[config.mk]
export PLATFORM = sky130hd
export DESIGN_NAME = tty_line_discipline
export DESIGN_NICKNAME = d
export VERILOG_FILES = /design/src/hw/rtl/tld_pkg.sv /design/src/hw/rtl/tld_cfg.sv /design/src/hw/rtl/tld_ring.sv /design/src/hw/rtl/tld_seq.sv /design/src/hw/rtl/tty_line_discipline.sv
export VERILOG_INCLUDE_DIRS = /design/src /design/src/hw/rtl
export SDC_FILE = /design/constraint.sdc
export NUM_CORES = 1
export LEC_CHECK = 0
export ABC_CLOCK_PERIOD_IN_PS = 3800
export BUFFER_PORTS_ARGS = -buffer_cell sky130_fd_sc_hd__buf_4
export CORE_MARGIN = 2
export CORE_UTILIZATION = 60
export DETAILED_ROUTE_END_ITERATION = 16
export GPL_ROUTABILITY_DRIVEN = 0
export MAX_ROUTING_LAYER = met4
export PLACE_DENSITY = 0.78
export SETUP_SLACK_MARGIN = 0.2
export SLEW_MARGIN = 20
export SYNTH_ARGS = -nofsm -noshare
export SYNTH_HDL_FRONTEND = slang
export SYNTH_SLANG_ARGS = --single-unit
export TNS_END_PERCENT = 20
[constraint.sdc]
create_clock -name clk -period 3.8 [get_ports clk]
set_input_delay 0.38 -clock clk [delete_from_list [all_inputs] [get_ports clk]]
set_output_delay 0.38 -clock clk [all_outputs]
set_load 0.03 [all_outputs]
[src/hw/rtl/assert_macros.svh]
// assertion macros shared by the line discipline modules
`ifndef ASSERT_MACROS_SVH
`define ASSERT_MACROS_SVH

// property that must hold at every clock edge outside reset
`define ASSERT_CLK(lbl, prop, msg) \
  lbl: assert property (@(posedge clk) disable iff (!rst_n) (prop)) else $error(msg);

// condition that must never be seen outside reset
`define ASSERT_NEVER(lbl, cond, msg) \
  lbl: assert property (@(posedge clk) disable iff (!rst_n) !(cond)) else $error(msg);

`endif

[src/hw/rtl/tld_pkg.sv]
// shared types and constants of the terminal line discipline
package tld_pkg;

  // request operations
  localparam logic OP_RECV = 1'b0;
  localparam logic OP_READ = 1'b1;

  // result kinds
  localparam logic [2:0] EV_ECHO  = 3'd0;
  localparam logic [2:0] EV_WAKE  = 3'd1;
  localparam logic [2:0] EV_DATA  = 3'd2;
  localparam logic [2:0] EV_EMPTY = 3'd3;
  localparam logic [2:0] EV_EOF   = 3'd4;
  localparam logic [2:0] EV_INTR  = 3'd5;

  // mode flag bit positions
  localparam int FLG_ECHO   = 0;
  localparam int FLG_ECHONL = 1;
  localparam int FLG_CANON  = 2;
  localparam int FLG_SIG    = 3;
  localparam int FLG_BELL   = 4;

  // register indexes and port widths
  localparam int CFG_AW = 5;
  localparam int CFG_DW = 32;
  localparam logic [2:0] REG_MODE = 3'd0;
  localparam logic [2:0] REG_EOL  = 3'd1;
  localparam logic [2:0] REG_EOF  = 3'd2;
  localparam logic [2:0] REG_INTR = 3'd3;
  localparam logic [2:0] REG_BELL = 3'd4;

  // register reset values
  localparam logic [4:0] RST_MODE = 5'd29;
  localparam logic [7:0] RST_EOL  = 8'd10;
  localparam logic [7:0] RST_EOF  = 8'd4;
  localparam logic [7:0] RST_INTR = 8'd3;
  localparam logic [7:0] RST_BELL = 8'd7;

  // characters used by caret echo
  localparam logic [7:0] CH_CARET = 8'h5e;
  localparam logic [7:0] CH_AT    = 8'h40;
  localparam logic [7:0] CH_DEL   = 8'h7f;
  localparam logic [7:0] CH_QMARK = 8'h3f;
  localparam logic [7:0] CH_SPACE = 8'h20;
  localparam logic [7:0] CH_TILDE = 8'h7e;

  // configuration seen by the sequencer
  typedef struct packed {
    logic [4:0] flags;
    logic [7:0] eol;
    logic [7:0] eof;
    logic [7:0] intr;
    logic [7:0] bell;
  } cfg_t;

  // one result item
  typedef struct packed {
    logic       line_end;
    logic [7:0] data;
    logic [2:0] kind;
  } res_t;

  // ring access request from the sequencer
  typedef struct packed {
    logic       push;
    logic       pop;
    logic [7:0] wdata;
  } ring_req_t;

  // ring fill status
  typedef struct packed {
    logic full;
    logic empty;
  } ring_stat_t;

endpackage

[src/hw/rtl/tld_cfg.sv]
// configuration register bank behind the apb port
module tld_cfg (
  input  logic                      clk,
  input  logic                      rst_n,
  input  logic                      psel,
  input  logic                      penable,
  input  logic                      pwrite,
  input  logic [tld_pkg::CFG_AW-1:0] paddr,
  input  logic [tld_pkg::CFG_DW-1:0] pwdata,
  output logic [tld_pkg::CFG_DW-1:0] prdata,
  output logic                      pready,
  output tld_pkg::cfg_t             cfg
);

  logic [4:0] flags_r;
  logic [7:0] eol_r;
  logic [7:0] eof_r;
  logic [7:0] intr_r;
  logic [7:0] bell_r;
  logic [2:0] idx;
  logic       wr_en;

  assign pready = 1'b1;
  assign idx    = paddr[tld_pkg::CFG_AW-1:2];
  assign wr_en  = psel & penable & pwrite;

  // register writes
  always_ff @(posedge clk) begin
    if (!rst_n) begin
      flags_r <= tld_pkg::RST_MODE;
      eol_r   <= tld_pkg::RST_EOL;
      eof_r   <= tld_pkg::RST_EOF;
      intr_r  <= tld_pkg::RST_INTR;
      bell_r  <= tld_pkg::RST_BELL;
    end else if (wr_en) begin
      case (idx)
        tld_pkg::REG_MODE: flags_r <= pwdata[4:0];
        tld_pkg::REG_EOL:  eol_r   <= pwdata[7:0];
        tld_pkg::REG_EOF:  eof_r   <= pwdata[7:0];
        tld_pkg::REG_INTR: intr_r  <= pwdata[7:0];
        tld_pkg::REG_BELL: bell_r  <= pwdata[7:0];
        default: ;
      endcase
    end
  end

  // read back
  always_comb begin
    case (idx)
      tld_pkg::REG_MODE: prdata = {27'd0, flags_r};
      tld_pkg::REG_EOL:  prdata = {24'd0, eol_r};
      tld_pkg::REG_EOF:  prdata = {24'd0, eof_r};
      tld_pkg::REG_INTR: prdata = {24'd0, intr_r};
      tld_pkg::REG_BELL: prdata = {24'd0, bell_r};
      default:           prdata = '0;
    endcase
  end

  assign cfg = '{flags: flags_r, eol: eol_r, eof: eof_r, intr: intr_r, bell: bell_r};

endmodule

[src/hw/rtl/tld_ring.sv]
// character ring: synchronous memory with head, tail and fill count
`include "assert_macros.svh"

module tld_ring #(
  parameter int DEPTH = 64
) (
  input  logic                  clk,
  input  logic                  rst_n,
  input  tld_pkg::ring_req_t    req,
  output tld_pkg::ring_stat_t   stat,
  output logic [7:0]            rdata
);

  localparam int AW = (DEPTH > 1) ? $clog2(DEPTH) : 1;
  localparam int CW = $clog2(DEPTH + 1);

  logic [7:0]    mem_r [DEPTH];
  logic [7:0]    rdata_r;
  logic [AW-1:0] head_r;
  logic [AW-1:0] tail_r;
  logic [CW-1:0] count_r;

  // memory port: write at tail, registered read at head
  always_ff @(posedge clk) begin
    if (req.push) begin
      mem_r[tail_r] <= req.wdata;
    end
    if (req.pop) begin
      rdata_r <= mem_r[head_r];
    end
  end

  // pointers and fill count
  always_ff @(posedge clk) begin
    if (!rst_n) begin
      head_r  <= '0;
      tail_r  <= '0;
      count_r <= '0;
    end else begin
      if (req.push) begin
        tail_r  <= (tail_r == AW'(DEPTH - 1)) ? '0 : tail_r + 1'b1;
        count_r <= count_r + 1'b1;
      end
      if (req.pop) begin
        head_r  <= (head_r == AW'(DEPTH - 1)) ? '0 : head_r + 1'b1;
        count_r <= count_r - 1'b1;
      end
    end
  end

  assign stat.full  = (count_r == CW'(DEPTH));
  assign stat.empty = (count_r == '0);
  assign rdata      = rdata_r;

  `ASSERT_NEVER(a_push_full, req.push && stat.full, "push into full ring")
  `ASSERT_NEVER(a_pop_empty, req.pop && stat.empty, "pop from empty ring")
  `ASSERT_CLK(a_cnt_up, req.push && !req.pop |=> count_r == $past(count_r) + 1'b1, "count slip")

endmodule

[src/hw/rtl/tld_seq.sv]
// request sequencer: echo and wake decisions, read classification, result output
`include "assert_macros.svh"

module tld_seq (
  input  logic                clk,
  input  logic                rst_n,
  input  tld_pkg::cfg_t       cfg,
  input  logic                in_tvalid,
  output logic                in_tready,
  input  logic [7:0]          in_tdata,
  input  logic                in_op,
  output logic                out_tvalid,
  input  logic                out_tready,
  output tld_pkg::res_t       out_res,
  output logic                out_tlast,
  output tld_pkg::ring_req_t  ring_req,
  input  tld_pkg::ring_stat_t ring_stat,
  input  logic [7:0]          ring_rdata
);

  localparam logic [1:0] ST_IDLE = 2'd0;
  localparam logic [1:0] ST_READ = 2'd1;
  localparam logic [1:0] ST_EMIT = 2'd2;

  logic [1:0]    state_r, state_nxt;
  tld_pkg::res_t res_r [3];
  tld_pkg::res_t res_nxt [3];
  logic [1:0]    nres_r, nres_nxt;
  logic [1:0]    idx_r, idx_nxt;
  logic          oval_r, oval_nxt;
  tld_pkg::res_t ores_r, ores_nxt;
  logic          olast_r, olast_nxt;

  tld_pkg::res_t rx_res [3];
  logic [1:0]    rx_n;
  tld_pkg::res_t rd_res;
  logic [7:0]    ch;
  logic [7:0]    caret;
  logic          accept;
  logic          canon;
  logic          sig;
  logic          is_eol;
  logic          echo_en;
  logic          ctl_char;
  logic          wake;
  logic          load;
  logic          at_last;

  assign ch        = in_tdata;
  assign canon     = cfg.flags[tld_pkg::FLG_CANON];
  assign sig       = cfg.flags[tld_pkg::FLG_SIG];
  assign in_tready = (state_r == ST_IDLE);
  assign accept    = in_tvalid & in_tready;

  // ring requests at acceptance
  assign ring_req.push  = accept & (in_op == tld_pkg::OP_RECV) & ~ring_stat.full;
  assign ring_req.pop   = accept & (in_op == tld_pkg::OP_READ) & ~ring_stat.empty;
  assign ring_req.wdata = ch;

  // receive: echo and wake decisions
  assign is_eol   = (ch == cfg.eol);
  assign echo_en  = cfg.flags[tld_pkg::FLG_ECHO] | (cfg.flags[tld_pkg::FLG_ECHONL] & is_eol);
  assign ctl_char = ~is_eol & ((ch < tld_pkg::CH_SPACE) | (ch > tld_pkg::CH_TILDE));
  assign wake     = (sig & (ch == cfg.intr)) | ~canon | is_eol | (ch == cfg.eof);

  always_comb begin
    caret = (ch | tld_pkg::CH_AT) & tld_pkg::CH_DEL;
    if (caret == tld_pkg::CH_DEL) begin
      caret = tld_pkg::CH_QMARK;
    end
  end

  // receive result list
  always_comb begin
    for (int i = 0; i < 3; i++) begin
      rx_res[i] = '0;
    end
    rx_n = 2'd0;
    if (ring_stat.full) begin
      if (cfg.flags[tld_pkg::FLG_BELL]) begin
        rx_res[0] = '{line_end: 1'b0, data: cfg.bell, kind: tld_pkg::EV_ECHO};
        rx_n      = 2'd1;
      end
    end else begin
      if (echo_en) begin
        if (ctl_char) begin
          rx_res[0] = '{line_end: 1'b0, data: tld_pkg::CH_CARET, kind: tld_pkg::EV_ECHO};
          rx_res[1] = '{line_end: 1'b0, data: caret, kind: tld_pkg::EV_ECHO};
          rx_n      = 2'd2;
        end else begin
          rx_res[0] = '{line_end: 1'b0, data: ch, kind: tld_pkg::EV_ECHO};
          rx_n      = 2'd1;
        end
      end
      if (wake) begin
        rx_res[rx_n] = '{line_end: 1'b0, data: 8'd0, kind: tld_pkg::EV_WAKE};
        rx_n         = rx_n + 2'd1;
      end
    end
  end

  // read classification of the popped character
  always_comb begin
    if (canon && ring_rdata == cfg.eof) begin
      rd_res = '{line_end: 1'b0, data: 8'd0, kind: tld_pkg::EV_EOF};
    end else if (sig && ring_rdata == cfg.intr) begin
      rd_res = '{line_end: 1'b0, data: 8'd0, kind: tld_pkg::EV_INTR};
    end else begin
      rd_res = '{line_end: ~canon | (ring_rdata == cfg.eol), data: ring_rdata,
                 kind: tld_pkg::EV_DATA};
    end
  end

  assign load    = ~oval_r | out_tready;
  assign at_last = (idx_r == nres_r - 2'd1);

  // sequencer and output register
  always_comb begin
    state_nxt = state_r;
    nres_nxt  = nres_r;
    idx_nxt   = idx_r;
    oval_nxt  = oval_r & ~out_tready;
    ores_nxt  = ores_r;
    olast_nxt = olast_r;
    for (int i = 0; i < 3; i++) begin
      res_nxt[i] = res_r[i];
    end
    case (state_r)
      ST_IDLE: begin
        if (accept) begin
          idx_nxt = 2'd0;
          if (in_op == tld_pkg::OP_RECV) begin
            for (int i = 0; i < 3; i++) begin
              res_nxt[i] = rx_res[i];
            end
            nres_nxt  = rx_n;
            state_nxt = (rx_n == 2'd0) ? ST_IDLE : ST_EMIT;
          end else if (ring_stat.empty) begin
            res_nxt[0] = '{line_end: 1'b0, data: 8'd0, kind: tld_pkg::EV_EMPTY};
            nres_nxt   = 2'd1;
            state_nxt  = ST_EMIT;
          end else begin
            state_nxt = ST_READ;
          end
        end
      end
      ST_READ: begin
        res_nxt[0] = rd_res;
        nres_nxt   = 2'd1;
        idx_nxt    = 2'd0;
        state_nxt  = ST_EMIT;
      end
      ST_EMIT: begin
        if (load) begin
          oval_nxt  = 1'b1;
          ores_nxt  = res_r[idx_r];
          olast_nxt = at_last;
          idx_nxt   = idx_r + 2'd1;
          if (at_last) begin
            state_nxt = ST_IDLE;
          end
        end
      end
      default: state_nxt = ST_IDLE;
    endcase
  end

  // control state
  always_ff @(posedge clk) begin
    if (!rst_n) begin
      state_r <= ST_IDLE;
      nres_r  <= 2'd0;
      idx_r   <= 2'd0;
      oval_r  <= 1'b0;
    end else begin
      state_r <= state_nxt;
      nres_r  <= nres_nxt;
      idx_r   <= idx_nxt;
      oval_r  <= oval_nxt;
    end
  end

  // payload
  always_ff @(posedge clk) begin
    for (int i = 0; i < 3; i++) begin
      res_r[i] <= res_nxt[i];
    end
    ores_r  <= ores_nxt;
    olast_r <= olast_nxt;
  end

  assign out_tvalid = oval_r;
  assign out_res    = ores_r;
  assign out_tlast  = olast_r;

  `ASSERT_NEVER(a_emit_none, state_r == ST_EMIT && nres_r == 2'd0, "emit with empty list")
  `ASSERT_NEVER(a_idx_range, state_r == ST_EMIT && idx_r >= nres_r, "result index overrun")

endmodule

[src/hw/rtl/tty_line_discipline.sv]
// Terminal receive line discipline with a character ring.
// Requests arrive on the in_ stream: in_tuser[0] selects receive (0) or read (1),
// in_tdata carries the received character. Results leave on the out_ stream:
// out_tuser holds the event kind and the line-end flag, out_tdata the character,
// and out_tlast marks the last result of one request. Registers are written
// through the cfg_ apb port (mode flags, end-of-line, end-of-file, interrupt and
// bell characters). The user must change them only while the block is idle;
// the block does not enforce this. One request is handled at a time. A receive
// puts its results into the result list and loads them one by one into the
// output register. A read pops the ring (registered read data), classifies the
// character in the READ state into the result list and then loads it into the
// output register. in_tready returns high once the last result is loaded into
// the output register, so a new request is taken while that result still waits.
// A stalled receiver holds the output register, which holds the sequencer in turn.
// Reset empties the ring (head, tail and count go to zero, no clearing pass),
// restores register defaults and drops any pending result.
module tty_line_discipline #(
  parameter int RING_DEPTH = 64
) (
  input  logic                       clk,
  input  logic                       rst_n,
  input  logic                       in_tvalid,
  output logic                       in_tready,
  input  logic [7:0]                 in_tdata,   // [7:0] char_code
  input  logic [0:0]                 in_tuser,   // [0] operation
  output logic                       out_tvalid,
  input  logic                       out_tready,
  output logic [7:0]                 out_tdata,  // [7:0] data_value
  output logic [3:0]                 out_tuser,  // [2:0] event_kind, [3] line_end
  output logic                       out_tlast,
  input  logic                       cfg_psel,
  input  logic                       cfg_penable,
  input  logic                       cfg_pwrite,
  input  logic [tld_pkg::CFG_AW-1:0] cfg_paddr,
  input  logic [tld_pkg::CFG_DW-1:0] cfg_pwdata,
  output logic [tld_pkg::CFG_DW-1:0] cfg_prdata,
  output logic                       cfg_pready
);

  tld_pkg::cfg_t       cfg;
  tld_pkg::ring_req_t  ring_req;
  tld_pkg::ring_stat_t ring_stat;
  tld_pkg::res_t       out_res;
  logic [7:0]          ring_rdata;

  // register bank
  tld_cfg u_cfg (
    .clk     (clk),
    .rst_n   (rst_n),
    .psel    (cfg_psel),
    .penable (cfg_penable),
    .pwrite  (cfg_pwrite),
    .paddr   (cfg_paddr),
    .pwdata  (cfg_pwdata),
    .prdata  (cfg_prdata),
    .pready  (cfg_pready),
    .cfg     (cfg)
  );

  // character ring
  tld_ring #(
    .DEPTH (RING_DEPTH)
  ) u_ring (
    .clk   (clk),
    .rst_n (rst_n),
    .req   (ring_req),
    .stat  (ring_stat),
    .rdata (ring_rdata)
  );

  // request sequencer
  tld_seq u_seq (
    .clk        (clk),
    .rst_n      (rst_n),
    .cfg        (cfg),
    .in_tvalid  (in_tvalid),
    .in_tready  (in_tready),
    .in_tdata   (in_tdata),
    .in_op      (in_tuser[0]),
    .out_tvalid (out_tvalid),
    .out_tready (out_tready),
    .out_res    (out_res),
    .out_tlast  (out_tlast),
    .ring_req   (ring_req),
    .ring_stat  (ring_stat),
    .ring_rdata (ring_rdata)
  );

  // result packing
  assign out_tdata = out_res.data;
  assign out_tuser = {out_res.line_end, out_res.kind};

endmodule
## After elaboration in Yosys (flattened, before gate mapping)

Memories as Yosys holds them, arrays and structs flattened. A register that Yosys moved wholly into a read port is not among the register bits.
Index checks and enable logic that the tools add are counted.

| storage, ports and cells | value |
|---|---|
| word-level logic and storage cells | 151 |
| output and inout bits | 48 |
| memories kept | 2 |
| register bits | 64 |
| bits of input ports | 53 |
| RAM bits | 548 |

| operators by class | value |
|---|---|
| bitwise logic cells | 29 |
| equal/unequal tests | 27 |
| mux-type cells | 48 |
| add/subtract/negate cells | 7 |
| reduce and logical (&&, ||, !) cells | 21 |
| magnitude comparators | 4 |

Memories:

| memory | words | width | read ports | clocked after Yosys merged registers in | wr ports | line | RTL |
|---|---|---|---|---|---|---|---|
| u_ring.mem_r | 64 | 8 | 1 | 1 | 1 | tld_ring.sv:17 | `logic [7:0] mem_r [DEPTH];` |
| u_seq.res_r | 3 | 12 | 1 | 1 | 3 | tld_seq.sv:26 | `tld_pkg::res_t res_r [3];` |

Operators by type and width:

| kind | number |
|---|---|
| two-way mux 24 bit | 5 |
| two-way mux 12 bit | 6 |
| two-way mux 36 bit | 2 |
| == test 8 bit | 6 |
| case mux 8 bit (5 select lines) | 1 |
| AND 33 bit | 1 |
| two-way mux 11 bit | 3 |
| NOT 33 bit | 1 |
| two-way mux 2 bit | 16 |
| demux 12 bit (select 2 bit) | 1 |
| case mux 12 bit (2 select lines) | 1 |
| two-way mux 7 bit | 3 |
| == test 6 bit, second input constant | 3 |
| AND reduction 3 bit | 5 |
| adder 6 x 1 -> 6 bit, second input constant | 2 |
| two-way mux 6 bit | 2 |
| case mux 2 bit (3 select lines) | 2 |
| AND reduction 2 bit | 6 |
| AND 1 bit | 11 |
| > comparator 8 x 7 -> 1 bit, second input constant | 1 |
| less-than comparator 8 x 6 -> 1 bit, second input constant | 1 |
| inequality test 2 bit, second input constant | 4 |
| adder 7 x 1 -> 7 bit, second input constant | 1 |
| == test 7 bit, second input constant | 1 |
| 27 further kinds | 51 |

## Depth between registers and ports, before layout

| logic depth | value |
|---|---|
| depth in word-level cells | 18 |
| gate-level depth with buffers | 11 |
| depth with buffers taken out | 10 |

## Hierarchy

Synthesis repeated with hierarchy kept, for this count alone.

| second synthesis, totals | value |
|---|---|
| cells, all modules | 1514 |
| area total of the unflattened synthesis | 25834.8 um^2 |

By module, submodules not included:

| module | times used | cells each | seq. area each (um^2) | area each (um^2) |
|---|---|---|---|---|
| tld_ring | 1 | 1046 | 15995.3 | 21215.3 |
| tld_seq | 1 | 259 | 1161.1 | 2653.8 |
| tld_cfg | 1 | 209 | 740.7 | 1965.6 |

## Worst setup path before layout

OpenSTA, ideal clock, no wires.

| path | value |
|---|---|
| kind | reg2reg |
| start | register u_seq.state_r[0] |
| end | register u_ring.count_r[4] |
| setup time | 0.070 ns |
| slack | 0.825 ns |
| arrival time | 2.905 ns |
| required time | 3.730 ns |
| period minus slack after synthesis | 2.975 ns |
| buffers on the path | 1 |
| cell stages (with the launch flop) | 12 |
| cells stage by stage | dfxtp_1 -> buf_6 -> or3b_4 -> a311oi_4 -> inv_1 -> fa_1 -> nor2b_1 -> o21ai_0 -> nand2_1 -> nor2_1 -> or3_1 -> a21boi_1 |

RTL lines:

| what | line | RTL |
|---|---|---|
| from (decl) | tld_seq.sv:25 | `logic [1:0] state_r, state_nxt;` |
| from (signal assigned) | tld_seq.sv:176 | `state_r <= state_nxt;` |
| to (signal assigned) | tld_ring.sv:42 | `count_r <= count_r + 1'b1;` |
| to (signal assigned) | tld_ring.sv:46 | `count_r <= count_r - 1'b1;` |
| to (decl) | tld_ring.sv:21 | `logic [CW-1:0] count_r;` |

## Final worst setup path

| path | value |
|---|---|
| start | register u_seq.state_r[1] |
| end | memory u_ring.mem_r[21][1], enable pin |

| on the way | value |
|---|---|
| longest elaborated chain between the ends | 6 |

RTL lines:

| what | line | RTL |
|---|---|---|
| zero test 2 bit | tld_seq.sv:52 | `assign in_tready = (state_r == ST_IDLE);` |
| AND 1 bit | tld_seq.sv:53 | `assign accept = in_tvalid & in_tready;` |
| AND 1 bit (2 in a row) | tld_seq.sv:56 | `assign ring_req.push = accept & (in_op == tld_pkg::OP_RECV) & ~ring_stat.full;` |
| two-way mux 1 bit | tld_ring.sv:25 | `if (req.push) begin` |
| two-way mux 1 bit (not written as such) | tld_ring.sv:26 | `mem_r[tail_r] <= req.wdata;` |
| to (decl) | tld_ring.sv:17 |  |

Every way passes these cells.

==> results.py <==
metrics = {
    "layout": {
        "synthToLayoutAreaGrowth_pct": 11.6,
        "instances_no_fill": 2108,
        "drive_gt1_share_pct": 23.5,
        "nets": 1578,
    },
    "clock_tree": {
        "cts_tree": "yes",
        "cts.sinks": 617,
        "numCtsBuffers": 59,
        "cts.clk_slew.worst_paths_ns": 0.06,
        "htree_num_levels": 2,
        "cts_root_buf": "clkbuf_16",
        "ctsResizeCount": 0,
        "clk_path_buf_depth": 3,
        "clk_latency_ns": 0.64,
    },
    "global_routing": {
        "track_usage_pct": 27.2,
        "use_met2_pct": 43.1,
        "busiest_layer": "met2",
        "grt_pass1_wl_um": 84900,
        "use_met1_pct": 35.5,
        "grt.overflow.total": 0,
        "grt_use_met3_pct": 4.83,
        "grt_pass1_vias": 13554,
        "grt_max_degree": 71,
        "grt_antenna_before_repair": 4,
    },
    "die": {
        "placementRows": 75,
        "start_util_pct": 60.9,
        "core-area_um2": 42000,
        "io_pins": 101,
        "dieArea_um2": 44300,
        "chipHeight_um": 211,
        "die_width_um": 211,
    },
    "worst_hold_path": {
        "hold_depth": 3,
        "hp-class": "primary input to flip-flop",
    },
    "power": {
        "power.leakage_nw": 9.04,
        "seqPwrFrac_pct": 52.7,
        "comb_power_share_pct": 8.8,
        "power.share.clock_pct": 38.5,
        "sw_frac_of_total_pct": 22.8,
        "internal_power_mw": 11.2,
        "p_switching_mw": 3.30,
        "power_mw": 14.5,
        "vdd_ir_drop_max_uv": 460,
        "pwr_density_cell_nw_per_um2": 506,
    },
    "setup_path": {
        "crit_path_start_kind": "flip-flop",
        "reg2regPathDepth": 6,
        "endpoint_kind": "flip-flop",
        "worstPathRequired_ns": 4.05,
        "critPathArrivalTime_ns": 3.39,
        "path_class": "flip-flop to flip-flop",
        "crit_fanout": 13,
    },
    "yosys": {
        "async_reset_ff_share_pct": 0,
        "syn_avg_cell_area_um2": 18.0,
        "synth_flop_cell": "edfxtp_1",
        "yosysWarningCount": 0,
        "synth-edff-count": 554,
        "synth_cell_type_count": 65,
        "synth_seq_area_share_pct": 69.9,
        "syn_inst": 1426,
        "syn-cell-area_um2": 25600,
        "ys_ff_latch": 617,
    },
    "place": {
        "io_buffers": 49,
        "dp_cells": 1989,
        "detailed_place_hpwl_um": 34900,
    },
    "timing": {
        "relSlewSlack_pct": 25.5,
        "fmax_ghz": 0.318,
        "tightestPinTransition_ns": 1.11,
        "slew_viol_final": 0,
        "hold_ws_ns": 0.0425,
        "hold_viol": 0,
        "worst_clock_skew_ns": 0.0275,
        "min_period_ns": 3.15,
        "period_share_pct": 82.8,
        "setup_viol": 0,
        "grt_setup_unrepaired": "false",
        "tns_ns": 0,
    },
    "routing": {
        "via_count": 13563,
        "drc": 0,
        "routed_via_density": 6.43,
        "first_pass_iters": 5,
        "wire_per_inst_um": 27.1,
        "wirelength_um": 57100,
        "drtIter0Drc": 1759,
        "drtAntennaViolNets": 0,
    },
    "status": {
        "status": "complete, no violations",
    },
    "run": {
        "drv_cap": 0,
    },
}
[cell type report]
class,instances,area (um^2)
timing repair buffer,113,948
clock buffer,76,1550
tap,539,674
sequential,617,17900
clock inverter,35,283
antenna,3,7.51
multi-input combinational,705,7130
fill,2638,13500
inverter,20,75.1
[per-stage QoR]
step / instance area (um^2) / utilization [%] / setup WS (ns)
floorplan: 25700 / - / 0.825
global placement: 26700 / 63.5 / 0.874
detailed placement: 26700 / 63.5 / 0.783
CTS: 28600 / 67.9 / 0.687
global route: 28600 / 68.0 / 0.457
finish: 28600 / 68.0 / 0.653
[synth_stat cells (all sizes together), types with 18 or more instances]
| master | n | area (um^2) |
|---|---|---|
| inv | 20 | 75.1 |
| xnor2 | 58 | 508 |
| nand2 | 51 | 191 |
| nand3 | 18 | 90.1 |
| edfxtp | 554 | 16600 |
| o22ai | 21 | 131 |
| buf | 61 | 423 |
| mux2i | 53 | 531 |
| clkbuf | 46 | 173 |
| nor2 | 109 | 417 |
| dfxtp | 63 | 1260 |
| nor2b | 36 | 225 |
| mux4 | 161 | 3630 |
| o21ai | 19 | 95.1 |
[critical path: stages, from the launching register on]
cell and delay (ns):
dfxtp_1 0.42, nor2_1 0.22, nand3_1 0.22, a31oi_1 0.67, nand4b_1 0.30, buf_4 0.27
nor2_1 0.67
[worst paths after layout]
kind                                       endpoint             start  slack, ns
worst min-delay path                u_cfg.bell_r[5]     cfg_pwdata[5]       0.04
worst max register to register  u_ring.mem_r[21][1]  u_seq.state_r[1]       0.65
worst min register to register      u_seq.nres_r[1]   u_seq.nres_r[1]       0.48
worst max-delay path            u_ring.mem_r[21][1]  u_seq.state_r[1]       0.65
[layout by cell type (no fill, tap or decap), types with 11 or more instances in the layout]
cell         n
a21oi_1     11
a22oi_1     11
and2_1      15
buf_4      101
clkbuf_1    16
clkbuf_16   59
clkinv_1    16
conb_1      25
dfxtp_1     60
edfxtp_1   554
inv_1       20
mux2i_1     53
mux4_2     161
nand2_1     51
nand3_1     18
nand4_1     14
nor2_1     108
nor2b_1     36
o21ai_0     19
o22ai_1     21
xnor2_1     58
[kinds of logic after synthesis]
group                    Yosys count  synth area share (%)
adder cells (fa/ha/maj)            9                 0.469
XOR/XNOR                          60                  2.05
flip-flops                       617                  69.9
AND/OR/NAND/NOR                  285                  5.50
other                              2                0.0293
buffers and inverters            127                  2.62
multiplexers                     218                  16.4
AO/OA/AOI/OAI                    108                  3.02
[per-layer routing]
metal / routed length [um] / part of all wire, %
met2: 28300 / 50
met4: 2230 / 3.9
met5: 0 / 0
met3: 4820 / 8.4
met1: 21700 / 38
[state kept, by name (all words and copies together), names as in the netlist, 2 cells and up]
register        count
u_seq.nres_r        2
u_ring.head_r       6
u_ring.mem_r      512
u_seq.out_res      12
u_cfg.eol_r         8
u_cfg.flags_r       5
u_seq.res_r        21
u_ring.rdata        8
u_ring.count_r      7
u_cfg.bell_r        8
u_cfg.intr_r        8
u_cfg.eof_r         8
u_ring.tail_r       6
u_seq.idx_r         2
u_seq.state_r       2
[power groups by stage]
stage / clock [mW] / combinational [mW] / sequential [mW]
3_5_place_dp: 0 / 1.26 / 7.76
2_1_floorplan: 0 / 0.884 / 7.75
3_3_place_gp: 0 / 1.24 / 7.76
4_1_cts: 5.66 / 1.28 / 7.62
5_1_grt: 5.90 / 1.36 / 7.63
6_report: 5.57 / 1.27 / 7.62
[timing repair]
item | in CTS | in global routing
hold buffers | 5 | 0
endpoints found under the hold margin | 8 | 0
setup buffers | 0 | 0
Power figures use the tool's default switching activity.
